===== src/rtl/tcas_pkg.sv =====
`default_nettype none
// ----------------------------------------------------------------------------
// tcas_pkg
// Shared types, constants and helpers for the ring-road traffic automaton.
// ----------------------------------------------------------------------------
package tcas_pkg;

  localparam int CELLS  = 32;
  localparam int IDX_W  = $clog2(CELLS);
  localparam int SPD_W  = 3;
  localparam int LEN_W  = 6;
  localparam int CNT_W  = 6;
  localparam int ACT_W  = 2;
  localparam int CFG_W  = 6;
  localparam int STEP_W = 3;

  localparam logic [SPD_W-1:0]  SPD_MAX        = '1;
  localparam logic [STEP_W-1:0] STEP_LAST      = 3'd6;
  localparam logic [SPD_W-1:0]  MAX_SPEED_RST  = 3'd5;
  localparam logic [LEN_W-1:0]  ROAD_LEN_RST   = 6'd20;
  localparam logic [LEN_W-1:0]  RING_MIN       = 6'd2;
  localparam logic [LEN_W-1:0]  RING_MAX       = LEN_W'(CELLS);

  localparam logic [ACT_W-1:0] ACT_WRITE = 2'd0;
  localparam logic [ACT_W-1:0] ACT_TICK  = 2'd1;
  localparam logic [ACT_W-1:0] ACT_PEEK  = 2'd2;

  localparam logic CFG_MAX_SPEED   = 1'b0;
  localparam logic CFG_ROAD_LENGTH = 1'b1;

  typedef enum logic [2:0] {
    OP_HOLD,
    OP_WRITE,
    OP_GAP_INIT,
    OP_GAP_STEP,
    OP_CALC,
    OP_MOVE
  } cell_op_t;

  typedef enum logic [2:0] {
    ST_IDLE,
    ST_GAP,
    ST_CALC,
    ST_MOVE,
    ST_FIN
  } state_t;

  typedef struct packed {
    cell_op_t         op;
    logic [SPD_W-1:0] vmax;
    logic             wr_occ;
    logic [SPD_W-1:0] wr_spd;
  } cell_ctl_t;

  typedef struct packed {
    cell_op_t op;
    logic     in_stall;
    logic     load_out;
  } ctrl_t;

  function automatic logic [LEN_W-1:0] ring_len(input logic [LEN_W-1:0] len);
    logic [LEN_W-1:0] n;
    n = len;
    if (n < RING_MIN) n = RING_MIN;
    if (n > RING_MAX) n = RING_MAX;
    return n;
  endfunction

endpackage
`default_nettype wire


===== src/rtl/traffic_cell_automaton_step.sv =====
`default_nettype none
// ----------------------------------------------------------------------------
// traffic_cell_automaton_step
// Ring-road traffic automaton over a row of 32 cells.
// Write and peek items go straight to ST_FIN; tick items run 7 gap-propagation
// steps, 1 speed step and 7 move steps handed cell to cell. ST_FIN loads the
// result once the output register is free; no new item is taken until then.
// Reset (rst_n low, synchronous) empties the road, sets max_speed 5, length 20.
// ----------------------------------------------------------------------------
module traffic_cell_automaton_step (
  input  wire logic                        clk,
  input  wire logic                        rst_n,
  input  wire logic                        cfg_we,
  input  wire logic                        cfg_index,
  input  wire logic [tcas_pkg::CFG_W-1:0]  cfg_data,
  input  wire logic                        in_valid,
  output logic                             in_stall,
  input  wire logic [tcas_pkg::ACT_W-1:0]  in_action,
  input  wire logic [tcas_pkg::IDX_W-1:0]  in_cell_index,
  input  wire logic                        in_write_occupied,
  input  wire logic [tcas_pkg::SPD_W-1:0]  in_write_speed,
  input  wire logic [tcas_pkg::CELLS-1:0]  in_fast_accel_mask,
  input  wire logic [tcas_pkg::CELLS-1:0]  in_slow_down_mask,
  output logic                             out_valid,
  input  wire logic                        out_stall,
  output logic [tcas_pkg::CELLS-1:0]       out_occupancy_mask,
  output logic                             out_cell_occupied,
  output logic [tcas_pkg::SPD_W-1:0]       out_cell_speed,
  output logic [tcas_pkg::CNT_W-1:0]       out_car_count
);
  import tcas_pkg::*;

  logic [SPD_W-1:0] max_speed_r;
  logic [LEN_W-1:0] road_len_r;
  logic [LEN_W-1:0] ring_n;
  logic [IDX_W-1:0] last_idx;

  ctrl_t            ctl;
  cell_ctl_t        cctl;
  logic             in_acc;
  logic [IDX_W-1:0] idx_r;

  logic [CELLS-1:0] has_vec;
  logic [SPD_W-1:0] spd_arr [CELLS];
  logic [SPD_W-1:0] gap_arr [CELLS];
  logic [SPD_W-1:0] rem_arr [CELLS];

  logic             out_valid_r;
  logic [CELLS-1:0] out_mask_r;
  logic             out_occ_r;
  logic [SPD_W-1:0] out_spd_r;
  logic [CNT_W-1:0] out_cnt_r;
  logic [CNT_W-1:0] car_cnt;

  always_ff @(posedge clk) begin
    if (!rst_n) begin
      max_speed_r <= MAX_SPEED_RST;
      road_len_r  <= ROAD_LEN_RST;
    end else if (cfg_we) begin
      case (cfg_index)
        CFG_MAX_SPEED:   max_speed_r <= cfg_data[SPD_W-1:0];
        CFG_ROAD_LENGTH: road_len_r  <= cfg_data[LEN_W-1:0];
        default: begin
        end
      endcase
    end
  end

  assign ring_n   = ring_len(road_len_r);
  assign last_idx = IDX_W'(ring_n - LEN_W'(1));

  tcas_ctrl u_ctrl (
    .clk       (clk),
    .rst_n     (rst_n),
    .in_valid  (in_valid),
    .in_action (in_action),
    .out_busy  (out_valid_r && out_stall),
    .ctl       (ctl)
  );

  assign in_stall = ctl.in_stall;
  assign in_acc   = in_valid && !ctl.in_stall;

  always_comb begin
    cctl.op     = ctl.op;
    cctl.vmax   = max_speed_r;
    cctl.wr_occ = in_write_occupied;
    cctl.wr_spd = (in_write_speed > max_speed_r) ? max_speed_r : in_write_speed;
  end

  always_ff @(posedge clk) begin
    if (in_acc) idx_r <= in_cell_index;
  end

  for (genvar i = 0; i < CELLS; i++) begin : g_cell
    logic             ahead_has;
    logic [SPD_W-1:0] ahead_gap;
    logic             behind_has;
    logic [SPD_W-1:0] behind_spd;
    logic [SPD_W-1:0] behind_rem;

    if (i == CELLS - 1) begin : g_wrap_ahead
      assign ahead_has = has_vec[0];
      assign ahead_gap = gap_arr[0];
    end else begin : g_next_ahead
      assign ahead_has = (LEN_W'(i + 1) < ring_n) ? has_vec[i+1] : has_vec[0];
      assign ahead_gap = (LEN_W'(i + 1) < ring_n) ? gap_arr[i+1] : gap_arr[0];
    end

    if (i == 0) begin : g_wrap_behind
      assign behind_has = has_vec[last_idx];
      assign behind_spd = spd_arr[last_idx];
      assign behind_rem = rem_arr[last_idx];
    end else begin : g_prev_behind
      assign behind_has = has_vec[i-1];
      assign behind_spd = spd_arr[i-1];
      assign behind_rem = rem_arr[i-1];
    end

    tcas_cell u_cell (
      .clk        (clk),
      .rst_n      (rst_n),
      .ctl        (cctl),
      .wr_sel     ((in_cell_index == IDX_W'(i)) && ({1'b0, in_cell_index} < ring_n)),
      .in_ring    (LEN_W'(i) < ring_n),
      .fast_bit   (in_fast_accel_mask[i]),
      .slow_bit   (in_slow_down_mask[i]),
      .ahead_has  (ahead_has),
      .ahead_gap  (ahead_gap),
      .behind_has (behind_has),
      .behind_spd (behind_spd),
      .behind_rem (behind_rem),
      .has_car    (has_vec[i]),
      .speed      (spd_arr[i]),
      .gap        (gap_arr[i]),
      .rem        (rem_arr[i])
    );
  end

  // car count: eight-cell partial sums, then a final add
  always_comb begin
    logic [3:0] part [CELLS/8];
    car_cnt = '0;
    for (int g = 0; g < CELLS / 8; g++) begin
      part[g] = '0;
      for (int k = 0; k < 8; k++) part[g] = part[g] + 4'(has_vec[g*8+k]);
    end
    for (int g = 0; g < CELLS / 8; g++) car_cnt = car_cnt + CNT_W'(part[g]);
  end

  always_ff @(posedge clk) begin
    if (!rst_n) begin
      out_valid_r <= 1'b0;
    end else if (ctl.load_out) begin
      out_valid_r <= 1'b1;
    end else if (!out_stall) begin
      out_valid_r <= 1'b0;
    end
  end

  always_ff @(posedge clk) begin
    if (ctl.load_out) begin
      out_mask_r <= has_vec;
      out_occ_r  <= has_vec[idx_r];
      out_spd_r  <= has_vec[idx_r] ? spd_arr[idx_r] : '0;
      out_cnt_r  <= car_cnt;
    end
  end

  assign out_valid          = out_valid_r;
  assign out_occupancy_mask = out_mask_r;
  assign out_cell_occupied  = out_occ_r;
  assign out_cell_speed     = out_spd_r;
  assign out_car_count      = out_cnt_r;

  a_tick_busy: assert property (@(posedge clk) disable iff (!rst_n)
    in_acc && in_action == ACT_TICK |=> in_stall)
    else $error("tick accepted but block not busy");

  a_write_lands: assert property (@(posedge clk) disable iff (!rst_n)
    in_acc && in_action == ACT_WRITE && in_write_occupied &&
    ({1'b0, in_cell_index} < ring_n) |=> has_vec[$past(in_cell_index)])
    else $error("accepted write did not place car");

  a_load_when_free: assert property (@(posedge clk) disable iff (!rst_n)
    ctl.load_out |-> !(out_valid_r && out_stall))
    else $error("result loaded over a waiting result");

  a_count_bound: assert property (@(posedge clk) disable iff (!rst_n)
    out_valid_r |-> out_cnt_r <= CNT_W'(CELLS))
    else $error("car count out of range");

  a_empty_speed: assert property (@(posedge clk) disable iff (!rst_n)
    out_valid_r && !out_occ_r |-> out_spd_r == '0)
    else $error("empty cell reports speed");

endmodule
`default_nettype wire


===== src/rtl/tcas_cell.sv =====
`default_nettype none
// ----------------------------------------------------------------------------
// tcas_cell
// One road cell: car flag and speed, free-gap estimate from the cell ahead,
// and remaining-move count handed from the cell behind.
// ----------------------------------------------------------------------------
module tcas_cell (
  input  wire logic                      clk,
  input  wire logic                      rst_n,
  input  wire tcas_pkg::cell_ctl_t       ctl,
  input  wire logic                      wr_sel,
  input  wire logic                      in_ring,
  input  wire logic                      fast_bit,
  input  wire logic                      slow_bit,
  input  wire logic                      ahead_has,
  input  wire logic [tcas_pkg::SPD_W-1:0] ahead_gap,
  input  wire logic                      behind_has,
  input  wire logic [tcas_pkg::SPD_W-1:0] behind_spd,
  input  wire logic [tcas_pkg::SPD_W-1:0] behind_rem,
  output logic                           has_car,
  output logic [tcas_pkg::SPD_W-1:0]     speed,
  output logic [tcas_pkg::SPD_W-1:0]     gap,
  output logic [tcas_pkg::SPD_W-1:0]     rem
);
  import tcas_pkg::*;

  logic             has_r, has_nxt;
  logic [SPD_W-1:0] spd_r, spd_nxt;
  logic [SPD_W-1:0] gap_r, gap_nxt;
  logic [SPD_W-1:0] rem_r, rem_nxt;
  logic             fast_r, fast_nxt;
  logic             slow_r, slow_nxt;
  logic [SPD_W:0]   accel;
  logic [SPD_W-1:0] capped;
  logic [SPD_W-1:0] limited;
  logic [SPD_W-1:0] final_v;

  always_comb begin
    accel   = {1'b0, spd_r} + (fast_r ? (SPD_W+1)'(2) : (SPD_W+1)'(1));
    capped  = (accel > {1'b0, ctl.vmax}) ? ctl.vmax : accel[SPD_W-1:0];
    limited = (capped > gap_r) ? gap_r : capped;
    if (slow_r) final_v = (limited > SPD_W'(2)) ? limited - SPD_W'(2) : '0;
    else final_v = limited;
  end

  always_comb begin
    has_nxt  = has_r;
    spd_nxt  = spd_r;
    gap_nxt  = gap_r;
    rem_nxt  = rem_r;
    fast_nxt = fast_r;
    slow_nxt = slow_r;
    case (ctl.op)
      OP_WRITE: begin
        if (wr_sel) begin
          has_nxt = ctl.wr_occ;
          spd_nxt = ctl.wr_occ ? ctl.wr_spd : '0;
        end
      end
      OP_GAP_INIT: begin
        gap_nxt  = SPD_MAX;
        fast_nxt = fast_bit;
        slow_nxt = slow_bit;
      end
      OP_GAP_STEP: begin
        if (ahead_has) gap_nxt = '0;
        else gap_nxt = (ahead_gap == SPD_MAX) ? SPD_MAX : ahead_gap + SPD_W'(1);
      end
      OP_CALC: begin
        if (!in_ring) begin
          has_nxt = 1'b0;
          spd_nxt = '0;
          rem_nxt = '0;
        end else if (has_r) begin
          spd_nxt = final_v;
          rem_nxt = final_v;
        end else begin
          rem_nxt = '0;
        end
      end
      OP_MOVE: begin
        if (in_ring && behind_has && behind_rem != '0) begin
          has_nxt = 1'b1;
          spd_nxt = behind_spd;
          rem_nxt = behind_rem - SPD_W'(1);
        end else if (has_r && rem_r != '0) begin
          has_nxt = 1'b0;
          spd_nxt = '0;
          rem_nxt = '0;
        end
      end
      default: begin
      end
    endcase
  end

  always_ff @(posedge clk) begin
    if (!rst_n) begin
      has_r <= 1'b0;
      spd_r <= '0;
    end else begin
      has_r <= has_nxt;
      spd_r <= spd_nxt;
    end
  end

  always_ff @(posedge clk) begin
    gap_r  <= gap_nxt;
    rem_r  <= rem_nxt;
    fast_r <= fast_nxt;
    slow_r <= slow_nxt;
  end

  assign has_car = has_r;
  assign speed   = spd_r;
  assign gap     = gap_r;
  assign rem     = rem_r;

endmodule
`default_nettype wire


===== src/rtl/tcas_ctrl.sv =====
`default_nettype none
// ----------------------------------------------------------------------------
// tcas_ctrl
// Sequencer: takes an item, steps the cell row through gap, speed and move
// phases for a tick, then hands the result to the output register.
// ----------------------------------------------------------------------------
module tcas_ctrl (
  input  wire logic                      clk,
  input  wire logic                      rst_n,
  input  wire logic                      in_valid,
  input  wire logic [tcas_pkg::ACT_W-1:0] in_action,
  input  wire logic                      out_busy,
  output tcas_pkg::ctrl_t                ctl
);
  import tcas_pkg::*;

  state_t              state_r, state_nxt;
  logic [STEP_W-1:0]   step_r, step_nxt;

  always_comb begin
    state_nxt = state_r;
    step_nxt  = step_r;
    case (state_r)
      ST_IDLE: begin
        step_nxt = '0;
        if (in_valid) state_nxt = (in_action == ACT_TICK) ? ST_GAP : ST_FIN;
      end
      ST_GAP: begin
        step_nxt = step_r + STEP_W'(1);
        if (step_r == STEP_LAST) begin
          state_nxt = ST_CALC;
          step_nxt  = '0;
        end
      end
      ST_CALC: begin
        state_nxt = ST_MOVE;
        step_nxt  = '0;
      end
      ST_MOVE: begin
        step_nxt = step_r + STEP_W'(1);
        if (step_r == STEP_LAST) begin
          state_nxt = ST_FIN;
          step_nxt  = '0;
        end
      end
      ST_FIN: begin
        if (!out_busy) state_nxt = ST_IDLE;
      end
      default: begin
        state_nxt = ST_IDLE;
        step_nxt  = '0;
      end
    endcase
  end

  always_comb begin
    ctl.op       = OP_HOLD;
    ctl.in_stall = 1'b1;
    ctl.load_out = 1'b0;
    case (state_r)
      ST_IDLE: begin
        ctl.in_stall = 1'b0;
        if (in_valid) begin
          if (in_action == ACT_WRITE) ctl.op = OP_WRITE;
          else if (in_action == ACT_TICK) ctl.op = OP_GAP_INIT;
        end
      end
      ST_GAP:  ctl.op = OP_GAP_STEP;
      ST_CALC: ctl.op = OP_CALC;
      ST_MOVE: ctl.op = OP_MOVE;
      ST_FIN:  ctl.load_out = !out_busy;
      default: begin
      end
    endcase
  end

  always_ff @(posedge clk) begin
    if (!rst_n) begin
      state_r <= ST_IDLE;
      step_r  <= '0;
    end else begin
      state_r <= state_nxt;
      step_r  <= step_nxt;
    end
  end

endmodule
`default_nettype wire

===== config.mk =====
export PLATFORM = sky130hd
export DESIGN_NAME = traffic_cell_automaton_step
export DESIGN_NICKNAME = d
export VERILOG_FILES = /design/src/rtl/tcas_pkg.sv /design/src/rtl/traffic_cell_automaton_step.sv /design/src/rtl/tcas_cell.sv /design/src/rtl/tcas_ctrl.sv
export SDC_FILE = /design/constraint.sdc
export NUM_CORES = 2
export LEC_CHECK = 0
export BUFFER_PORTS_ARGS = -buffer_cell sky130_fd_sc_hd__buf_2
export CAP_MARGIN = 5
export CORE_AREA = 4 4 352 250
export CTS_BUF_LIST = sky130_fd_sc_hd__clkbuf_8 sky130_fd_sc_hd__clkbuf_16
export DETAILED_ROUTE_END_ITERATION = 8
export DIE_AREA = 0 0 356 254
export PLACE_DENSITY = 0.67
export SYNTH_ARGS = -nofsm -noshare
export SYNTH_HDL_FRONTEND = slang
export SYNTH_SLANG_ARGS = --single-unit
export TNS_END_PERCENT = 20

===== constraint.sdc =====
create_clock -name clk -period 7.7 [get_ports clk]
set_input_delay 0.385 -clock clk [delete_from_list [all_inputs] [get_ports clk]]
set_output_delay 0.385 -clock clk [all_outputs]
set_load 0.02 [all_outputs]

# Yosys cells after proc, flatten, opt, wreduce, memory -nomap -nowiden
# Index checks and enable logic that the tools add are counted.
[classes]
n_mux = 831
n_bitwise = 3
shift = 0
eq_ne = 207
n_div = 0
n_mul = 0
add_sub_neg = 161
n_lt_le_gt_ge = 136
reduce_logical = 270
[op_table]
columns = ["op", "n"]
rows = [
  ["$mux W3", 494],
  ["$pmux W3 S2", 65],
  ["$pmux W3 S3", 32],
  ["$reduce_and A4 Y1", 65],
  ["$mux W1", 165],
  ["$logic_and A1 B1 Y1", 130],
  ["$add A3 B4 Y4", 32],
  ["$gt A4 B3 Y1", 32],
  ["$eq A3 B3 Y1 const B", 36],
  ["$reduce_bool A3 Y1", 34],
  ["$add A3 B1 Y3 const B", 33],
  ["$gt A3 B3 Y1", 33],
  ["$gt A3 B2 Y1 const B", 32],
  ["$lt A5 B6 Y1 const A", 16],
  ["$ne A3 B1 Y1 const B", 32],
  ["$ne A3 B3 Y1 const B", 32],
  ["$pmux W1 S3", 32],
  ["$sub A3 B1 Y3 const B", 32],
  ["$sub A3 B2 Y3 const B", 32],
  ["$eq A5 B5 Y1 const B", 16],
  ["$ne A2 B1 Y1 const B", 35],
  ["$mux W2", 34],
  ["$ne A2 B2 Y1 const B", 34],
  ["$reduce_and A2 Y1", 34],
  ["other kinds (37)", 96],
]
[totals]
reg_bits = 447
wordCells = 1810
latch_bits = 0
ramBits = 0
rom_bits = 0
n_memories = 0

# Longest topological paths before layout
[logic_depth]
word_depth = 13
depth_mapped = 24
mapped_depth_nobuf = 19

# By module
# From an unflattened synthesis, not the netlist that was laid out.
[unflattened]
cells_unflattened = 4375
area_unflattened_um2 = 41705.0
[by_module_without_submodules]
columns = ["module", "cells_each", "instances", "area_each_um2", "seq_area_each_um2"]
rows = [
  ["tcas_cell at g_cell[17].u_cell ...", 114, 23, 1048.5, 320.3],
  ["tcas_cell at g_cell[0].u_cell ...", 114, 9, 1052.3, 320.3],
  ["traffic_cell_automaton_step", 678, 1, 7683.6, 1611.5],
  ["tcas_ctrl", 49, 1, 435.4, 120.1],
]

# Worst setup path before layout
# OpenSTA, ideal clock, no wires.
[synth_timing]
path_type = "reg-to-reg"
from = "register road_len_r[2]"
to = "register g_cell[0].u_cell.rem_r[0], enable pin"
t_arrival_ns = 5.313
path_stages_with_launch = 23
setup_ns = 0.321
path_slack_ns = 2.066
required_time_ns = 7.379
synth_period_minus_slack_ns = 5.634
path_buffers = 11
path_cell_list = "dfxtp_1 -> buf_6 -> or4_4 -> and2_4 -> buf_6 -> buf_6 -> buf_4 -> buf_2 -> buf_2 -> ha_1 -> buf_2 -> buf_2 -> buf_2 -> clkbuf_1 -> clkbuf_1 -> mux4_2 -> o211ai_1 -> a31oi_1 -> ha_1 -> inv_1 -> a41oi_4 -> o211ai_4 -> nor2b_1"
[synth_via]
elab_chain_cells = 13
elab_cells_between_ends = 17
[synth_lines]
columns = ["element", "line", "text"]
rows = [
  ["start: declaration", "traffic_cell_automaton_step.sv:34", "logic [LEN_W-1:0] road_len_r;"],
  ["start signal: assignment", "traffic_cell_automaton_step.sv:62", "CFG_ROAD_LENGTH: road_len_r <= cfg_data[LEN_W-1:0];"],
  ["$lt A6 B2 Y1", "tcas_pkg.sv:64", "if (n < RING_MIN) n = RING_MIN;"],
  ["$mux W6 *", "tcas_pkg.sv:64", ""],
  ["$gt A6 B6 Y1", "tcas_pkg.sv:65", "if (n > RING_MAX) n = RING_MAX;"],
  ["$mux W6 *", "tcas_pkg.sv:65", ""],
  ["$sub A5 B1 Y5", "traffic_cell_automaton_step.sv:70", "assign last_idx = IDX_W'(ring_n - LEN_W'(1));"],
  ["$not A5 Y6 (implied by the code)", "traffic_cell_automaton_step.sv:113", "assign behind_rem = rem_arr[last_idx];"],
  ["$bmux W3 S5", "traffic_cell_automaton_step.sv:113", ""],
  ["$mux W3 (implied by the code) (2 in series)", "traffic_cell_automaton_step.sv:113", ""],
  ["$reduce_bool A3 Y1", "tcas_cell.sv:82", "if (in_ring && behind_has && behind_rem != '0) begin"],
  ["$logic_and A1 B1 Y1 *", "tcas_cell.sv:82", ""],
  ["$ne A3 B1 Y1 (no source line) *", "n/a", ""],
  ["$reduce_and A2 Y1 (no source line) *", "n/a", ""],
  ["end signal: assignment", "tcas_cell.sv:109", "rem_r <= rem_nxt;"],
  ["end: declaration", "tcas_cell.sv:30", "logic [SPD_W-1:0] rem_r, rem_nxt;"],
]
# Mark *: on every way between the ends. The rest lies on a longest branch, timed or not. The select of a mux whose other input is x is not followed.
# A chain may end at the register's enable or synchronous reset.

# Final worst setup path
[layout_timing]
from = "register road_len_r[4]"
to = "register g_cell[0].u_cell.spd_r[1]"
[layout_via]
elab_chain_cells = 13
elab_cells_between_ends = 27
[layout_lines]
columns = ["element", "line", "text"]
rows = [
  ["$lt A6 B2 Y1", "tcas_pkg.sv:64", ""],
  ["$mux W6 *", "tcas_pkg.sv:64", ""],
  ["$gt A6 B6 Y1", "tcas_pkg.sv:65", ""],
  ["$mux W6 *", "tcas_pkg.sv:65", ""],
  ["$sub A5 B1 Y5", "traffic_cell_automaton_step.sv:70", ""],
  ["$not A5 Y6 (implied by the code)", "traffic_cell_automaton_step.sv:112, traffic_cell_automaton_step.sv:113", ""],
  ["$bmux W3 S5", "traffic_cell_automaton_step.sv:113", ""],
  ["$mux W3 (implied by the code) (2 in series)", "traffic_cell_automaton_step.sv:113", ""],
  ["$reduce_bool A3 Y1", "tcas_cell.sv:82", ""],
  ["$logic_and A1 B1 Y1", "tcas_cell.sv:82", ""],
  ["$ne A3 B1 Y1 (no source line) or $mux W3 (tied branches)", "n/a", ""],
  ["$reduce_and A4 Y1 (no source line) or $pmux W3 S3 (tied branches)", "n/a", ""],
  ["end signal: assignment", "tcas_cell.sv:103", "spd_r <= spd_nxt;"],
  ["end: declaration", "tcas_cell.sv:28", "logic [SPD_W-1:0] spd_r, spd_nxt;"],
]
# Marked as above.

==> results.md <==
- Status: finished, final reports clean
- Die height: about 250 um
- Hold Path Sink: max_speed_r[2]
- Clock Tree Buf Depth: 3
- HP Class: input port to flip-flop
- DPL Wire Length: 105500 um
- CTS tree: done
- Synth Area in Compound Gates: between 20% and 30%
- Post-CTS setup buffer count: 0
- Final setup vio count: 0
- EDFF count, synth: 303
- Post-DP Area: 39810 um^2
- Cells after synthesis: 4255
- Post-Syn Area: about 38000 um^2
- XOR/XNOR Fraction of Synth Area: under 10%
- Relative slew slack: 20.06%
- Final min period: ~6.1 ns
- Clock skew: approximately 0.018 ns
- H-Tree Depth: 2
- Vias per Instance: 6.400
- # placed instances: 5388
- Cts repair resizes: 0
- R2r setup slk: 1.63 ns
- Syn Area/Cell: 8.905 um^2
- Reg2Reg Depth: 18
- Leakage: ~0.017 uW
- Final ANT Viol Nets: 0
- IR Drop Worst-Case VDD: around 190 uV
- Unrepaired setup endpoints after global routing: false
- Pwr Density: 151.7 nW/um^2
- Final std cells w/o fill: 5553
- CP max FO: 22
- Critical R2R Capture: g_cell[0].u_cell.speed[1]
- Final critical-path share of the clock period: 78.86%
- Gr ovfl total: 0
- #FFs+latches synth: 447
- Antenna violations before repair: 6
- Max-Cap Viols: 0
- Critical Path AT: 6.54 ns
- Most instantiated library cell after synthesis: o21ai_0
- PortBufs: 130
- Initial core utilization: 45.01%
- Post-synthesis async set-or-reset flop share: 0%
- Die area: 90420 um^2
- Post-synth top flop: edfxtp_1
- Hold Startpoint: cfg_data[2]
- Largest net degree at the start of global routing: 86
- Area grow syn2layout: 11.28%
- Power Total: 6399 uW
- DRT Pass-1 Iters: 6
- Synth top cells by count: o21ai_0 (440), inv_1 (383), ha_1 (368)
- # DRC: 0
- Largest family of logic cells by synthesized area: compound AO/OA/AOI/OAI gates
- Synth top area share: 24.01%
- Ranking of synthesized cells by area: edfxtp_1 (24%), ha_1 (12%), dfxtp_1 (7.6%)
- Simple-gate share of the synthesized area: 14.79%
- Routed length per instance: approximately 26 um
- I/O pin count: about 130
- Worst path required time: just over 8 ns
- Clk Latency, worst-skew pair: 0.64 ns
- # nets final: 4882
- First-pass GRT wire length: 212700 um
- F_max: 0.1647 GHz
- Synth warn: 0
- Worst-margin pin slew: 1.193 ns
- Netlist cell types: 83
- Cts bufs inserted: 50
- Root Driver: clkbuf_16
- Hold Violations, Final: 0
- Layout cells sized above 1: 11.15%
- Core area: 84190 um^2
- Vias in the first global route: about 33000
- Syn Nets: around 4800
- WL final: 145900 um
- CTS hold repair buffers: slightly below 70
- Clk sinks: roughly 450
- Num rows: 89
- Seq/Total Area, Yosys: 31.62%
- Total number of vias: 35538
- Post-route cell area: 42170 um^2
- R2R Path Start: road_len_r[4]
- Mux share of post-synthesis cell area: around 7.7%
- WS Path Type: flip-flop to flip-flop
- Worst setup EP type: flip-flop
- Fin Setup TNS: 0 ns
- Post-Synth Adder-Cell Area: 15.11%
- Leading area contributor after synthesis: edfxtp_1
- DR iter-0 viols: ~5000
- Crit start category: flip-flop
- WHS Path Cells: 3
- All-Layer GR Usage: 31.40%
- Die width: between 300 and 400 um
- Final Slew Violations: 0
- RD Place Congestion: 1.043
- Clk slew on worst S/H paths: ~0.07 ns
[metrics by stage]
stage	util (%)	setup WS (ns)	hold slack [ns]
floorplan	-	2.066	0.4064
detailed placement	47.29	1.900	0.4809
global placement	47.29	1.995	0.4738
finish	50.09	1.627	0.02035
global route	50.08	1.397	0.04242
CTS	50.08	1.870	0.007415
[layer usage]
layer	wire length (um)	global-route usage [%]
met1	60140	43.63
met2	57850	44.40
met3	21650	11.85
met4	6212	11.40
met5	50	0
[worst max-delay path, stage by stage (launching register included)]
cell      delay [ns]
dfxtp_1         0.93
or2_2           0.56
nor2_1          0.30
nor2_1          0.15
nor2_1          0.09
inv_1           0.12
ha_1            0.58
inv_1           0.24
xnor2_2         0.94
nor2_1          0.12
a211oi_1        0.34
a311oi_1        0.10
a21oi_1         0.33
ha_1            0.22
inv_1           0.06
a41oi_4         0.26
nor3_1          0.11
a221oi_1        0.32
a211oi_1        0.11
[where the power goes]
group	total, uW	internal, uW	leakage (uW)	switching, uW
Sequential	2650	2600	0.00386	53.6
Clock	2520	1390	0.000856	1130
Combinational	1220	443	0.0128	782
[sequential cells by signal, summed over array words and instances (netlist names), 5 cells and up]
register               cells
g_cell.u_cell.speed       96
idx_r                      5
g_cell.u_cell.has_car     32
road_len_r                 6
out_car_count              6
g_cell.u_cell.fast_r      32
g_cell.u_cell.slow_r      32
g_cell.u_cell.gap         96
out_occupancy_mask        32
g_cell.u_cell.rem         96
[area by class of cell]
cell class,instances,area (um^2)
clock inverters,34,231.5
diodes,3,7.507
multi-input cells,3223,23800
inverters,386,1449
repair buffers,263,1832
fillers,7879,42020
clock buffers,60,1434
well taps,1137,1423
flip-flops and latches,447,11990
[worst max path at each step]
stage / from / end / slack (ns) / cells past startpoint
2_1_floorplan: road_len_r[2] / g_cell[0].u_cell.rem[0] / 2.07 / 22
3_3_place_gp: road_len_r[4] / g_cell[0].u_cell.speed[1] / 1.99 / 18
3_5_place_dp: road_len_r[4] / g_cell[0].u_cell.has_car / 1.90 / 18
4_1_cts: road_len_r[4] / g_cell[0].u_cell.has_car / 1.87 / 18
5_1_grt: road_len_r[4] / g_cell[0].u_cell.speed[1] / 1.40 / 18
6_report: road_len_r[4] / g_cell[0].u_cell.speed[1] / 1.63 / 18
[layout by cell type, fill, tap and decap left out, types with 31 or more instances in the layout]
cell type      synthesis  final
nor2_1               285    279
a21oi_1              309    308
fa_1                  56     56
buf_2                  8    130
and2_1                59     59
nand2_1              363    360
a31oi_1              116    116
buf_4                  1     64
a211oi_1              31     31
mux2_2                34     34
o21a_1                60     60
inv_1                383    394
dlygate4sd3_1          0     68
nand2b_1              59     59
nand3_1              101    100
a32oi_1               36     36
mux2i_1               57     57
clkbuf_16              0     54
dfxtp_1              144    139
nor2b_1              104    104
o21ai_0              440    440
mux4_2                88     88
edfxtp_1             303    303
xnor2_1               36     35
nor3_1                62     60
or2_2                 36     35
ha_1                 368    367
a21o_1                58     58
o32ai_1               61     61
xor2_1                36     36
a32o_1                44     44
[kinds of logic (layout without fill, tap and decap cells)]
family                   Yosys count  after routing
flip-flops                       447            447
adder cells (fa/ha/maj)          424            424
buffers and inverters            585            743
AO/OA/AOI/OAI                   1376           1376
XOR/XNOR                          72             72
AND/OR/NAND/NOR                 1172           1172
multiplexers                     179            179
other                              0              3
(Power assumes the default switching activity.)
